**src/hdl/bbt_pkg.sv**
```systemverilog
// Package for the bounded bag table: types and constants.
`timescale 1ns / 1ps

package bbt_pkg;

	localparam int CAPACITY_DEF = 16;

	localparam int REQ_W = 2;
	localparam int VAL_W = 32;
	localparam int CNT_FIELD_W = 5;
	localparam logic [CNT_FIELD_W-1:0] CNT_FIELD_MAX = 5'd31;

	typedef enum logic [REQ_W-1:0] {
		REQ_ADD    = 2'd0,
		REQ_REMOVE = 2'd1,
		REQ_COUNT  = 2'd2,
		REQ_CLEAR  = 2'd3
	} req_e_t;

	typedef enum logic [1:0] {
		ST_IDLE,
		ST_SCAN,
		ST_FETCH_LAST,
		ST_COMMIT
	} state_t;

endpackage

```
**src/hdl/bounded_bag_table.sv**
```systemverilog
// Bounded bag table: fixed-capacity multiset of 32-bit values with one scan comparator.
`timescale 1ns / 1ps

// Channel   Ports                                           Handshake
// --------  ----------------------------------------------  ----------------------------
// request   req_type, item_value                            start high, busy low
// result    success, match_count, size_after, now_empty     done high for one cycle
//
// From the accepting edge to the result, a request passes the scan (a read of each
// entry present before it, a compare behind each read, the close of the scan), the
// commit and the done cycle; an empty bag has no reads, a clear goes straight to the
// commit, and a remove that finds its value first reads the last entry for the swap.
// The scan is paced by the single RAM read port and the one comparator behind it.
// A new request may be accepted in the cycle that done is high.
// Reset empties the bag (count to zero); stored values are not cleared.
// The receiver cannot stall: each result is shown for one cycle only.

module bounded_bag_table #(
	parameter int CAPACITY = bbt_pkg::CAPACITY_DEF
) (
	input  logic                          clk,
	input  logic                          arst_n,
	input  logic                          start,
	output logic                          busy,
	input  logic [bbt_pkg::REQ_W-1:0]     req_type,
	input  logic signed [bbt_pkg::VAL_W-1:0] item_value,
	output logic                          done,
	output logic                          success,
	output logic [bbt_pkg::CNT_FIELD_W-1:0] match_count,
	output logic [bbt_pkg::CNT_FIELD_W-1:0] size_after,
	output logic                          now_empty
);

	localparam int AW = $clog2(CAPACITY);
	localparam int CW = $clog2(CAPACITY + 1);

	bbt_pkg::state_t state_q, state_d;

	// request latched at accept
	bbt_pkg::req_e_t         req_q;
	logic [bbt_pkg::VAL_W-1:0] val_q;

	// bag state
	logic [CW-1:0] entry_count_q;

	// scan bookkeeping
	logic [CW-1:0] iss_q;        // next entry to read
	logic          cmp_vld_s1;   // RAM data of the previous read is valid
	logic [AW-1:0] cmp_idx_s1;   // its index
	logic [CW-1:0] matches_q;
	logic          found_q;
	logic [AW-1:0] first_q;

	// result registers
	logic                            done_q;
	logic                            success_q;
	logic [bbt_pkg::CNT_FIELD_W-1:0] match_count_q;
	logic [bbt_pkg::CNT_FIELD_W-1:0] size_after_q;
	logic                            now_empty_q;

	// RAM port
	logic                      ram_we;
	logic [AW-1:0]             ram_waddr;
	logic [bbt_pkg::VAL_W-1:0] ram_wdata;
	logic [AW-1:0]             ram_raddr;
	logic [bbt_pkg::VAL_W-1:0] ram_rdata;

	// commit results
	logic          ok_c;
	logic [CW-1:0] count_new_c;
	logic [CW-1:0] matches_out_c;
	logic [CW-1:0] last_idx;

	logic accept;
	logic issue;
	logic scan_end;
	logic hit;

	assign accept   = start && (state_q == bbt_pkg::ST_IDLE);
	assign issue    = (state_q == bbt_pkg::ST_SCAN) && (iss_q < entry_count_q);
	assign scan_end = (iss_q == entry_count_q) && !cmp_vld_s1;
	assign hit      = cmp_vld_s1 && (ram_rdata == val_q);
	assign last_idx = CW'(entry_count_q - CW'(1));

	bbt_ram #(
		.WIDTH(bbt_pkg::VAL_W),
		.DEPTH(CAPACITY)
	) u_store (
		.clk   (clk),
		.we    (ram_we),
		.waddr (ram_waddr),
		.wdata (ram_wdata),
		.raddr (ram_raddr),
		.rdata (ram_rdata)
	);

	// next state
	always_comb begin
		state_d = state_q;
		unique case (state_q)
			bbt_pkg::ST_IDLE: begin
				if (start) begin
					state_d = (bbt_pkg::req_e_t'(req_type) == bbt_pkg::REQ_CLEAR) ?
						bbt_pkg::ST_COMMIT : bbt_pkg::ST_SCAN;
				end
			end
			bbt_pkg::ST_SCAN: begin
				if (scan_end) begin
					state_d = (req_q == bbt_pkg::REQ_REMOVE && found_q) ?
						bbt_pkg::ST_FETCH_LAST : bbt_pkg::ST_COMMIT;
				end
			end
			bbt_pkg::ST_FETCH_LAST: state_d = bbt_pkg::ST_COMMIT;
			bbt_pkg::ST_COMMIT:     state_d = bbt_pkg::ST_IDLE;
			default:                state_d = bbt_pkg::ST_IDLE;
		endcase
	end

	// outputs of the sequencer: RAM control and the commit decision
	always_comb begin
		ram_we        = 1'b0;
		ram_waddr     = first_q;
		ram_wdata     = ram_rdata;
		ram_raddr     = '0;
		ok_c          = 1'b0;
		count_new_c   = entry_count_q;
		matches_out_c = matches_q;
		unique case (state_q)
			bbt_pkg::ST_SCAN:       ram_raddr = iss_q[AW-1:0];
			bbt_pkg::ST_FETCH_LAST: ram_raddr = last_idx[AW-1:0];
			bbt_pkg::ST_COMMIT: begin
				unique case (req_q)
					bbt_pkg::REQ_ADD: begin
						if (entry_count_q < CW'(CAPACITY)) begin
							ram_we      = 1'b1;
							ram_waddr   = entry_count_q[AW-1:0];
							ram_wdata   = val_q;
							count_new_c = CW'(entry_count_q + CW'(1));
							ok_c        = 1'b1;
						end
					end
					bbt_pkg::REQ_REMOVE: begin
						// swap the last entry into the hole
						if (found_q) begin
							ram_we      = 1'b1;
							count_new_c = last_idx;
							ok_c        = 1'b1;
						end
					end
					bbt_pkg::REQ_COUNT: ok_c = (matches_q != '0);
					bbt_pkg::REQ_CLEAR: begin
						count_new_c   = '0;
						matches_out_c = '0;
						ok_c          = 1'b1;
					end
					default: ok_c = 1'b0;
				endcase
			end
			default: ram_raddr = '0;
		endcase
	end

	// control registers
	always_ff @(posedge clk or negedge arst_n) begin
		if (!arst_n) begin
			state_q       <= bbt_pkg::ST_IDLE;
			entry_count_q <= '0;
			iss_q         <= '0;
			cmp_vld_s1    <= 1'b0;
			found_q       <= 1'b0;
			matches_q     <= '0;
			done_q        <= 1'b0;
		end else begin
			state_q    <= state_d;
			done_q     <= (state_q == bbt_pkg::ST_COMMIT);
			cmp_vld_s1 <= issue;
			if (accept) begin
				iss_q     <= '0;
				found_q   <= 1'b0;
				matches_q <= '0;
			end else begin
				if (issue) begin
					iss_q <= CW'(iss_q + CW'(1));
				end
				if (hit) begin
					matches_q <= CW'(matches_q + CW'(1));
					found_q   <= 1'b1;
				end
			end
			if (state_q == bbt_pkg::ST_COMMIT) begin
				entry_count_q <= count_new_c;
			end
		end
	end

	// payload registers
	always_ff @(posedge clk) begin
		if (accept) begin
			req_q <= bbt_pkg::req_e_t'(req_type);
			val_q <= item_value;
		end
		if (issue) begin
			cmp_idx_s1 <= iss_q[AW-1:0];
		end
		if (hit && !found_q) begin
			first_q <= cmp_idx_s1;
		end
		if (state_q == bbt_pkg::ST_COMMIT) begin
			success_q     <= ok_c;
			match_count_q <= (32'(matches_out_c) > 32'(bbt_pkg::CNT_FIELD_MAX)) ?
				bbt_pkg::CNT_FIELD_MAX : bbt_pkg::CNT_FIELD_W'(matches_out_c);
			size_after_q  <= (32'(count_new_c) > 32'(bbt_pkg::CNT_FIELD_MAX)) ?
				bbt_pkg::CNT_FIELD_MAX : bbt_pkg::CNT_FIELD_W'(count_new_c);
			now_empty_q   <= (count_new_c == '0);
		end
	end

	assign busy        = (state_q != bbt_pkg::ST_IDLE);
	assign done        = done_q;
	assign success     = success_q;
	assign match_count = match_count_q;
	assign size_after  = size_after_q;
	assign now_empty   = now_empty_q;

endmodule

```
**src/hdl/bbt_ram.sv**
```systemverilog
// Generic single-port-write, single-port-read RAM with registered read data.
`timescale 1ns / 1ps

module bbt_ram #(
	parameter int WIDTH = 32,
	parameter int DEPTH = 16
) (
	input  logic                     clk,
	input  logic                     we,
	input  logic [$clog2(DEPTH)-1:0] waddr,
	input  logic [WIDTH-1:0]         wdata,
	input  logic [$clog2(DEPTH)-1:0] raddr,
	output logic [WIDTH-1:0]         rdata
);

	logic [WIDTH-1:0] mem [DEPTH];

	always_ff @(posedge clk) begin
		if (we) begin
			mem[waddr] <= wdata;
		end
		rdata <= mem[raddr];
	end

endmodule

```
**config.mk**
```make
export PLATFORM = sky130hd
export DESIGN_NAME = bounded_bag_table
export DESIGN_NICKNAME = d
export VERILOG_FILES = /design/src/hdl/bbt_pkg.sv /design/src/hdl/bounded_bag_table.sv /design/src/hdl/bbt_ram.sv
export SDC_FILE = /design/constraint.sdc
export NUM_CORES = 1
export LEC_CHECK = 0
export BUFFER_PORTS_ARGS = -buffer_cell sky130_fd_sc_hd__buf_2
export CAP_MARGIN = 5
export CORE_UTILIZATION = 48
export DETAILED_ROUTE_END_ITERATION = 7
export GPL_TIMING_DRIVEN = 0
export PLACE_DENSITY = 0.69
export SLEW_MARGIN = 40
export SYNTH_ARGS = -nofsm -noshare
export SYNTH_HDL_FRONTEND = slang
export SYNTH_SLANG_ARGS = --single-unit
```
**constraint.sdc**
```tcl
create_clock -name clk -period 9.4 [get_ports clk]
set_input_delay 0.47 -clock clk [delete_from_list [all_inputs] [get_ports clk]]
set_output_delay 0.47 -clock clk [all_outputs]
set_load 0.01 [all_outputs]
```
Word level (Yosys, flattened, before mapping)
Memories as Yosys holds them, arrays and structs flattened. A register that Yosys moved wholly into a read port is not among the register bits.
Cells that the tools add are included.
- RAM bits: 512
- bits of input ports: 37
- memories kept: 1
- flip-flop bits (word level): 74
- add/sub/neg operators: 4
- equal/unequal tests: 11
- multiplexer cells: 29
- reductions and logical operators: 16
- magnitude comparators: 2
- memories (memory ; words ; bits a word ; read ports ; clocked after Yosys merged registers in ; wr ports ; line ; source):
    u_store.mem ; 16 ; 32 ; 1 ; 1 ; 1 ; bbt_ram.sv:16 ; logic [WIDTH-1:0] mem [DEPTH];
- operators with widths (cell ; count):
    $mux 32 ; 3
    $mux 5 ; 7
    $eq 32x32->1 ; 1
    $add 5x1->5 const B ; 3
    $pmux 5 s3 ; 1
    $mux 4 ; 3
    $eq 2x2->1 const B ; 5
    $mux 1 ; 8
    $pmux 2 s4 ; 1
    $pmux 4 s2 ; 1
    $logic_and 1x1->1 ; 6
    $mux 2 ; 3
    $reduce_bool 2->1 ; 3
    $eq 5x5->1 ; 1
    $logic_not 5->1 ; 1
    $lt 5x5->1 ; 1
    $lt 5x5->1 const B ; 1
    $reduce_bool 5->1 ; 1
    $sub 5x1->5 const B ; 1
    $eq 2x1->1 const B ; 2
    $logic_not 2->1 ; 2
    $ne 2x2->1 const B ; 2
    $pmux 1 s4 ; 1
    $logic_not 1->1 ; 2
    2 further kinds ; 2

Depth between registers and ports, before layout
Gate-level depths: netlist (run 1).
- depth after elaboration: 6
- gate-level depth with buffers: 12
- depth with buffers taken out: 8

Modules after synthesis
Synthesis (run 1) repeated with hierarchy kept, for this count alone.
- cells, all modules: 1175
- area, all modules: 23963.0 um^2
- modules (own cells, without submodules) (module ; cells an instance ; sequential area each (um^2) ; instances ; area each (um^2)):
    bbt_ram ; 838 ; 16015.4 ; 1 ; 19835.3
    bounded_bag_table ; 337 ; 2122.0 ; 1 ; 4127.7

Worst setup path before layout (run 1)
Ideal clock, no wire load.
- kind: register to register
- start: register state_q[1]
- end: memory u_store.mem[7][0], enable pin
- arrival: 3255 ps
- period minus slack after synthesis: 3676 ps
- setup time: 421 ps
- required time: 8979 ps
- stages on the path, launching flop included: 9
- setup slack: 5724 ps
- path through: dfrtp_1 > ha_1 > clkbuf_1 > nor2b_1 > nand2_1 > clkbuf_1 > o31ai_1 > nand2_1 > nor2_1
- word-level cells in the longest chain between the ends: 4
- elaborated cells on any way between the ends: 5
- RTL lines (item ; line ; source):
    start: declaration ; bounded_bag_table.sv:37 ; bbt_pkg::state_t state_q, state_d;
    start signal: assignment ; bounded_bag_table.sv:166 ; state_q <= bbt_pkg::ST_IDLE;
    start signal: assignment ; bounded_bag_table.sv:174 ; state_q <= state_d;
    $eq 2x2->1 (*) ; bounded_bag_table.sv:128 ; unique case (state_q)
    $mux 1 ; bounded_bag_table.sv:128 ;
    $mux 1 ; bbt_ram.sv:19 ; if (we) begin
    $mux 1 (not written as such) ; bbt_ram.sv:20 ; mem[waddr] <= wdata;
    end: declaration ; bbt_ram.sv:16 ;
Mark *: on every way between the ends. The rest lies on a longest branch, timed or not.

Worst setup path after layout (run 1)
- start: register state_q[1]
- end: memory u_store.mem[11][18], enable pin
The elaborated chain is that of the path after synthesis.

==> results.txt, run 1 <==
* Run status: finished clean
- Nets: 2040
- Flop and latch count out of synthesis: 618
- Cell Count Post-Placement: approximately 2600
- Maximum resistive drop on vdd: 0.193 mV
* Number of enable flip-flop cells after synthesis: 566
* Most used DFF post-synth: edfxtp_1
* Post-DP HPWL: 45800 um
- The internal power of the cells totals 6.08 mW.
- Largest net degree at the start of global routing: 26
* Sink Count: 618
- Net count of the mapped netlist: 1866
* Setup repair after global routing missed its margin: no
* GPL Wtd Cong: around 0.90
* Share of total power in the clock network: 0.278
- Mean instance size in the synthesized netlist: between 10 and 15 sq um
- Combined flip-flop and latch cell area: 18100 sq um
- Antenna Cells: 0
- The worst setup path is of the flip-flop to flip-flop kind.
- In this run the critical register-to-register path is captured at u_store.mem[11][18].
- Leaving out fill and tap cells, the most frequent cells in the layout are edfxtp_1, nand2_1, a21oi_1.
* Worst slew margin relative to its limit: 0.380
- Average wire per cell in the routed design: approximately 26 um
- R2r startpoint: state_q[1]
- Clock transition at path regs: around 60 ps
- First drt pass iteration count: 7
- Rows: 82
- Buffers added to address setup during post-CTS repair amount to 0.
* Switching power as a share of total power: 0.369
* Worst hold stages: 1
- Post_cts resized: 0
- DRC Markers: 0
- Power spread over the standard cell area amounts to 329 nW/um^2.
- Synthesis instantiated 49 different standard cells from the library.
* Avg Vias per Cell: 6.14
* First-pass GRT wire length: about 100000 um
* Share of the core filled with cells: 0.579
- In this run the clock root is driven by a clkbuf_16.
- Measured in cells, the most critical reg-to-reg path has a length of 8.
- Count of routing violations after the opening detailed-route iteration: 2217
- For the final routed database, the setup TNS stands at 0 ps.
* Combinational group share of total power: 0.336
- Post-synthesis instance total: 1814
* Number of antenna violations at the first check in global routing: 0
- The H-tree was split into 2 levels.
- The floorplan step defined a die boundary enclosing 52500 sq um.
* Least setup slack across all paths after layout: ~5300 ps
* Post-Route WL: 70100 um
- Final worst path period share: 0.432
* Critical path fanouts, max: 15
- Synth warn: 0
* Relative area change from synthesis to final layout: 18.2%
* Slew at the pin with the worst max-slew slack: 929 ps
- The count of buffers added on input and output ports is 50.
- Core area: 50600 sq um
- Worst-skew pair later-pin latency: 670 ps
- CTS Buf Count: 61
* Via count of the first global-routing pass: ~17000
- Most common cell after layout, fill and taps aside: edfxtp_1
- Number of placed I/O pins: 51
- The worst hold path terminates at req_q[1].
- Hold WS: 11.3 ps
* Share of cells above drive strength 1: 0.149
* Hold violation count in the final report: 0
* Crit path required time: between 9000 and 10000 ps
- Worst-case setup slack after placement: roughly 5400 ps
- # hold bufs at CTS: 28
- Max Cap Viol: 0
* Combined area of all synthesized cells: around 25000 sq um
* Area taken by multi-input logic gates: around 6200 sq um
* Die width: 229 um
- For this design the total switching power over the nets is 3.55 mW.
* Clock tree from TritonCTS: built
* Filler Cell Count: between 3000 and 4000
- The worst hold path belongs to the class input port to flip-flop.
- Based on the critical path, the design can be clocked at up to 246 MHz.
- Data on the critical path arrives at its endpoint at 4390 ps.
* Relative contribution of sequential cells to total power: 0.387
- Die extent in y: roughly 230 um
- The worst path in the final design needs a cycle of 4060 ps, including I/O delays and setup.
- The routed layout has 16700 vias.
- Standby leakage power: 10.1 nW
* Grt total ovfl: 0
- Final non-filler cell total: 2712
- Maximum buffer depth of the clock tree: 3
- In this run the most critical hold path is launched from req_type[1].
- The setup check on the worst reg-to-reg path leaves a slack of 5340 ps.
- The total count of max-transition violations in the final report came to 0.
- Worst Clk Skew: 51.0 ps
- For this run, the total global-route usage over all layers was measured as 0.267.
- Crit end category: flip-flop
- The share of the Yosys chip area taken by registers is 0.732.
- Once detail routing completed, the nets flagged for antenna violations numbered 0.
* Number of failing setup endpoints in the final timing report: 0
- Initial Util: 0.490
- Startpoint Class: flip-flop
- Async SR Flop Fraction: 0.0324
[cell type report]
type                            instances  area share
Buffer                                118      0.0170
Clock buffer                           71      0.0544
Clock inverter                         44      0.0213
Inverter                               16     0.00205
Multi-Input combinational cell       1062       0.213
Sequential cell                       618       0.620
Tap cell                              672      0.0287
Timing Repair Buffer                  111      0.0438
[per-stage QoR]
stage,cell area [sq um],power (mW)
after floorplan,24800,5.66
after global placement,25900,6.77
after detailed placement,26800,6.89
after CTS,29300,9.56
after global routing,29300,9.96
final,29300,9.63
[power by group through the flow]
stage | Clock, mW | Sequential [mW] | Combinational (mW)
floorplan | 0 | 3.74 | 1.92
global placement | 0 | 3.77 | 3.00
detailed placement | 0 | 3.78 | 3.11
finish | 2.68 | 3.72 | 3.23
CTS | 2.69 | 3.72 | 3.15
global route | 2.79 | 3.74 | 3.43
[cell usage after synthesis, drive strengths merged, types with 32 or more instances]
cell | count | share of area
nand2 | 373 | 0.057
o2bb2ai | 35 | 0.012
a21oi | 106 | 0.021
o22ai | 33 | 0.0083
o21ai | 82 | 0.017
dfxtp | 32 | 0.026
edfxtp | 566 | 0.69
clkbuf | 80 | 0.012
mux2 | 64 | 0.029
a31oi | 69 | 0.017
buf | 38 | 0.0077
nor2 | 66 | 0.010
nor3 | 40 | 0.0081
a32oi | 33 | 0.012
[per-layer routing]
| layer | share of wire | track usage | vias up |
|---|---|---|---|
| li1 | - | - | 7170 |
| met1 | 0.38 | 0.355 | 8228 |
| met2 | 0.47 | 0.419 | 1056 |
| met3 | 0.11 | 0.0569 | 201 |
| met4 | 0.045 | 0.128 | 0 |
| met5 | 0 | 0 | - |
[flip-flops by register name, indices dropped and copies added, names as in the netlist, 2 cells and up]
signal and flops:
cmp_idx_s1 4, val_q 32, matches_q 5, state_q 2
size_after 5, first_q 4, match_count 5, entry_count_q 5
u_store.mem 512, iss_q 5, req_q 2, u_store.rdata 32
[kinds of logic (layout without fill, tap and decap cells)]
| kind of cell | count (synthesis) | after routing | share of synthesized area |
|---|---|---|---|
| and+or+nand+nor | 530 | 530 | 0.0875 |
| DFF | 618 | 618 | 0.732 |
| xor gates and xnor gates | 39 | 39 | 0.0138 |
| adders and majority gates | 15 | 15 | 0.00758 |
| AOI/OAI and AO/OA | 409 | 409 | 0.106 |
| buffers and inverters | 134 | 360 | 0.0222 |
| muxes | 69 | 69 | 0.0311 |
[worst max path at each step]
stage                    start                   to  slack [ps]  depth (start not counted)
floorplan           state_q[1]    u_store.mem[7][0]        5720                          8
global placement    state_q[1]    u_store.mem[0][4]        3250                          6
detailed placement  state_q[1]   u_store.mem[11][7]        5360                          8
CTS                 state_q[1]  u_store.mem[11][14]        5310                          8
global route        state_q[1]   u_store.mem[6][14]        5190                          9
finish              state_q[1]  u_store.mem[11][18]        5340                          8
[critical path, cell delays in order, from the launching register on]
cell and delay, ps:
dfrtp_1 400, ha_1 550, nand2b_1 270, nor3_1 490, clkbuf_1 680, a31oi_2 380
nor2_4 550, buf_16 230, buf_16 170
Note: power is estimated with default switching activity, not from simulation.
==> run 2: changes to the inputs <==
- ABC_AREA: unset -> 1
- clock period: 9.4 -> 4.15 ns (I/O delays scaled with it)
==> run 2 against run 1 <==
The run now ends with DRC left. Final area rose by 2.9%. Cell count rose by 17%. Clock power rose by 100%. First-iteration DRC count rose by 9.8%. Highest routed layer unchanged. Synthesized cell count rose by 24%. Routed wire length rose by 6.1%. Critical path depth rose by 3. Largest cell class unchanged.
==> results.txt, run 2 <==
* CTS Buf Count: 60 (-1.6%)
- STA classifies the critical path endpoint as a flip-flop.
* Setup_tns: 0 ps (unchanged)
* Post-synthesis instance total: 2247 (+24%)
* Number of placed I/O pins: 51 (unchanged)
- Most used cell, CP: buf_8
- The final wirelength came to 74400 um (+6.1%).
* Main combinational cell family by area after synthesis: simple AND/OR/NAND/NOR gates
- The routed metal-1 wire length came to 30300 um (+14%).
- On the critical path, the stage with the largest delay is an instance of ha_1.
- Post-placement cell area: 27800 sq um (+3.7%)
- Rows: 84 (+2.4%)
- Average wire per cell in the routed design: 23.4 um (-9.4%)
- The first-pass GRT wire length came to 110000 um (+6.2%).
- Combined area of all synthesized cells: 25700 sq um (+3.7%)
- Worst path bufs/invs: 5 (+2)
- The total congestion overflow came to 0 (unchanged).
- Largest net degree at the start of global routing: 34 (+31%)
* Avg Vias per Cell: 5.80 (-5.5%)
- Run status: complete, but fails checks
* Total global routing track utilization: 0.278 (+0.0107)
* Startpoint Class: flip-flop
- Highest metal layer used by the detailed router: met4
* Standby leakage power: 11.4 nW (+13%)
* Relative area change from synthesis to final layout: 17.3%
- Max Cap Viol: 0 (unchanged)
- In this run the critical register-to-register path is launched from state_q[0].
- Share of the core filled with cells: 0.571 (-0.00802)
- Pins Over Slew Limit: 0 (unchanged)
- Series of cell instances along the critical path: ha_1 > nand3_1 > buf_2 > nand2_1 > o21ai_0 > inv_1 > nand3_1 > nor2_4 > buf_8 > buf_8 > buf_8
* Adder-cell area share of the yosys netlist: 0.00731 (-0.000269)
- DRC Markers: 17 (+17)
* H-tree lvl count: 2 (unchanged)
- The count of routing violations after the opening detailed-route iteration is 2435 (+9.8%).
- Post-Synth Simple-Gate Area: 0.157 (+0.0692)
- Top library cells by usage in the layout, fill and taps aside: edfxtp_1, nand2_1, nor2_1
* Number of failing setup endpoints in the final timing report: 0 (unchanged)
* Mean instance size in the synthesized netlist: 11.4 sq um (-16%)
- Min Clock Period, post-route: 3880 ps (-186 ps)
- In the synthesized netlist, the cells that appear most often are edfxtp_1, nand2_1, nor2_1.
- Category of the critical setup timing path: flip-flop to flip-flop
- The filler cell count in the final layout is 4294 (+11%).
- The proportion of synthesized flip-flops having asynchronous set or reset came to 0.0324 (unchanged).
- Clock tree from TritonCTS: built
- The min-delay analysis places its worst path in the category input port to async pin.
- Most used DFF post-synth: edfxtp_1
- The stage delay of the slowest cell on the critical path came to 660 ps (-20 ps).
- The clock latency reported for the late side of the worst-skew pair is 650 ps (-20 ps).
- Via count: 18400 (+11%)
* Setup repair after global routing missed its margin: no
* Slew at the pin with the worst max-slew slack: 929 ps (-0.152 ps)
- The critical path data required time came to 4490 ps (-5240 ps).
- The multiplexer share of the synthesized area was 0.00132 (-0.0298).
* Top cells by area in the synthesized netlist: edfxtp_1, nand2_1, nor2_1
* Sink Count: 618 (unchanged)
* Biggest regs: u_store.mem x512, u_store.rdata x32, val_q x32
* First drt pass iteration count: 8 (+1)
* Reg-to-Reg End: u_store.mem[9][19]
- The flip-flop count of the largest register after layout was 512 (unchanged).
* Clock Tree Root: clkbuf_16
* Parity-gate share of the synthesized area counting xor and xnor cells: 0.00409 (-0.00970)
- Number of different library cells in the post-synthesis netlist: 32 (-35%)
- The maximum clock rate is 258 MHz (+4.8%).
* Post-DP HPWL: 50200 um (+9.4%)
- The chip height came to 233 um (+1.8%).
- The number of antenna violations at the first check in global routing was 0 (unchanged).
* Cell Pwr Density: 705 nW/um^2 (+110%)
* Number of nets with antenna violations after detailed routing: 0 (unchanged)
- Net count of the mapped netlist: 2299 (+23%)
* Synth warn: 0 (unchanged)
- Met3 Routed Length: 7510 um (-3.7%)
- Via count of the first global-routing pass: 17500 (+5.5%)
- Antenna Cells: 0 (unchanged)
- Flop and latch count out of synthesis: 618 (unchanged)
* Routed wl met2: 34300 um (+5.1%)
* Synth Area in Compound Gates: 0.0750 (-0.0306)
- Critical path fanouts, max: 17 (+2)
- Largest area contributor in the netlist: edfxtp_1
- The fraction of layout cells with a size suffix above 1 is 0.114 (-0.0352).
- The clock-pin slew on the worst setup and hold paths came to 70 ps (about the same).
- Core area: 52800 sq um (+4.3%)
- On the critical path the largest part of the delay comes from simple AND/OR/NAND/NOR gates.
* Worst slew margin relative to its limit: 0.381 (about the same)
* GPL Wtd Cong: 0.924 (+2.2%)
- The starting utilization of the core area came to 0.487 (-0.00292).
* Most common cell after layout, fill and taps aside: edfxtp_1
* IO Port Bufs: 50 (unchanged)
* Worst Clk Skew: 27.1 ps (-23.9 ps)
- Post-route design area: 30100 sq um (+2.9%)
- The number of synthesized flops with an enable pin is 566 (unchanged).
- The final reports fail on DRC.
* Maximum resistive drop on vdd: 0.403 mV (+110%)
- Maximum buffer depth of the clock tree: 3 (unchanged)
* Worst reg-to-reg setup slack: 270 ps (-5060 ps)
- Register ranked first by flip-flop count: u_store.mem
- The portion of the post-synthesis area used by sequential elements came to 0.706 (-0.0260).
* Nets: 2488 (+22%)
* Area share of the largest cell type after synthesis: 0.662 (-0.0244)
- The period utilization is 0.934 (+0.502).
- Most frequent cell after synthesis: edfxtp_1
* Total Die Area: 54400 sq um (+3.7%)
- The floorplan die width was 233 um (+1.8%).
* Hold violation count in the final report: 0 (unchanged)
- The arrival time of data at the critical path endpoint is 4220 ps (-170 ps).
- Number of cells on the worst reg-to-reg path: 11 (+3)
run 2: cells by family (layout without fill, tap and decap cells):
family	count (synthesis)	count (layout)
buffers and inverters	321	561
and+or+nand+nor	961	961
DFF	618	618
AOI/OAI and AO/OA	317	317
adders and majority gates	15	15
muxes	3	3
xor gates and xnor gates	12	12
run 2: timing repair:
item / CTS / global route
gates resized for setup: 0 / 0
hold buffers: 36 / 0
hold endpoints to repair: 55 / 0
setup buffers: 0 / 0
run 2: power by group:
part	total [mW]	internal (mW)	leakage, nW	switching (mW)
clock network	5.47	3.09	0.952	2.39
registers	8.44	8.10	5.64	0.339
logic	7.33	1.88	4.79	5.45
run 2: final cells by class:
| cell class | count | area, sq um | share of cell area |
|---|---|---|---|
| clock buffers | 75 | 1590 | 0.0527 |
| repair buffers | 127 | 1380 | 0.0458 |
| clock inverters | 38 | 369 | 0.0123 |
| well taps | 688 | 861 | 0.0286 |
| inverters | 211 | 795 | 0.0264 |
| flip-flops and latches | 618 | 18100 | 0.602 |
| plain buffers | 110 | 480 | 0.0160 |
| multi-input cells | 1308 | 6510 | 0.216 |
run 2: metal layers:
| metal | track usage | vias to the layer above |
|---|---|---|
| met5 | 0 | - |
| met4 | 0.0980 | 0 |
| met3 | 0.0479 | 153 |
| li1 | - | 8203 |
| met1 | 0.382 | 8993 |
| met2 | 0.444 | 1079 |
run 2: worst max-delay path by stage:
stage	from	slack (ps)	depth (start not counted)	to
global placement	state_q[0]	-1570	6	u_store.mem[0][14]
global route	state_q[0]	40	11	u_store.mem[9][20]
finish	state_q[0]	270	11	u_store.mem[9][19]
floorplan	state_q[0]	630	6	u_store.mem[0][0]
CTS	state_q[0]	310	11	u_store.mem[9][20]
detailed placement	state_q[0]	330	11	u_store.mem[9][16]
run 2: stage by stage:
stage	power [mW]	setup slack, ps	hold slack [ps]	cells
after global routing	22.1	41.4	119	3175
after detailed placement	15.6	331	223	3026
after CTS	21.1	307	84.9	3175
final	21.2	275	68.6	3175
after global placement	15.3	-1570	204	2985
after floorplan	12.7	626	-88.1	2247
run 2: worst reg2reg max path, stage by stage, from the launching register on:
cell and delay [ps]:
dfrtp_1 400, ha_1 660, nand3_1 450, buf_2 350
nand2_1 90, o21ai_0 190, inv_1 140, nand3_1 320
nor2_4 380, buf_8 220, buf_8 200, buf_8 170
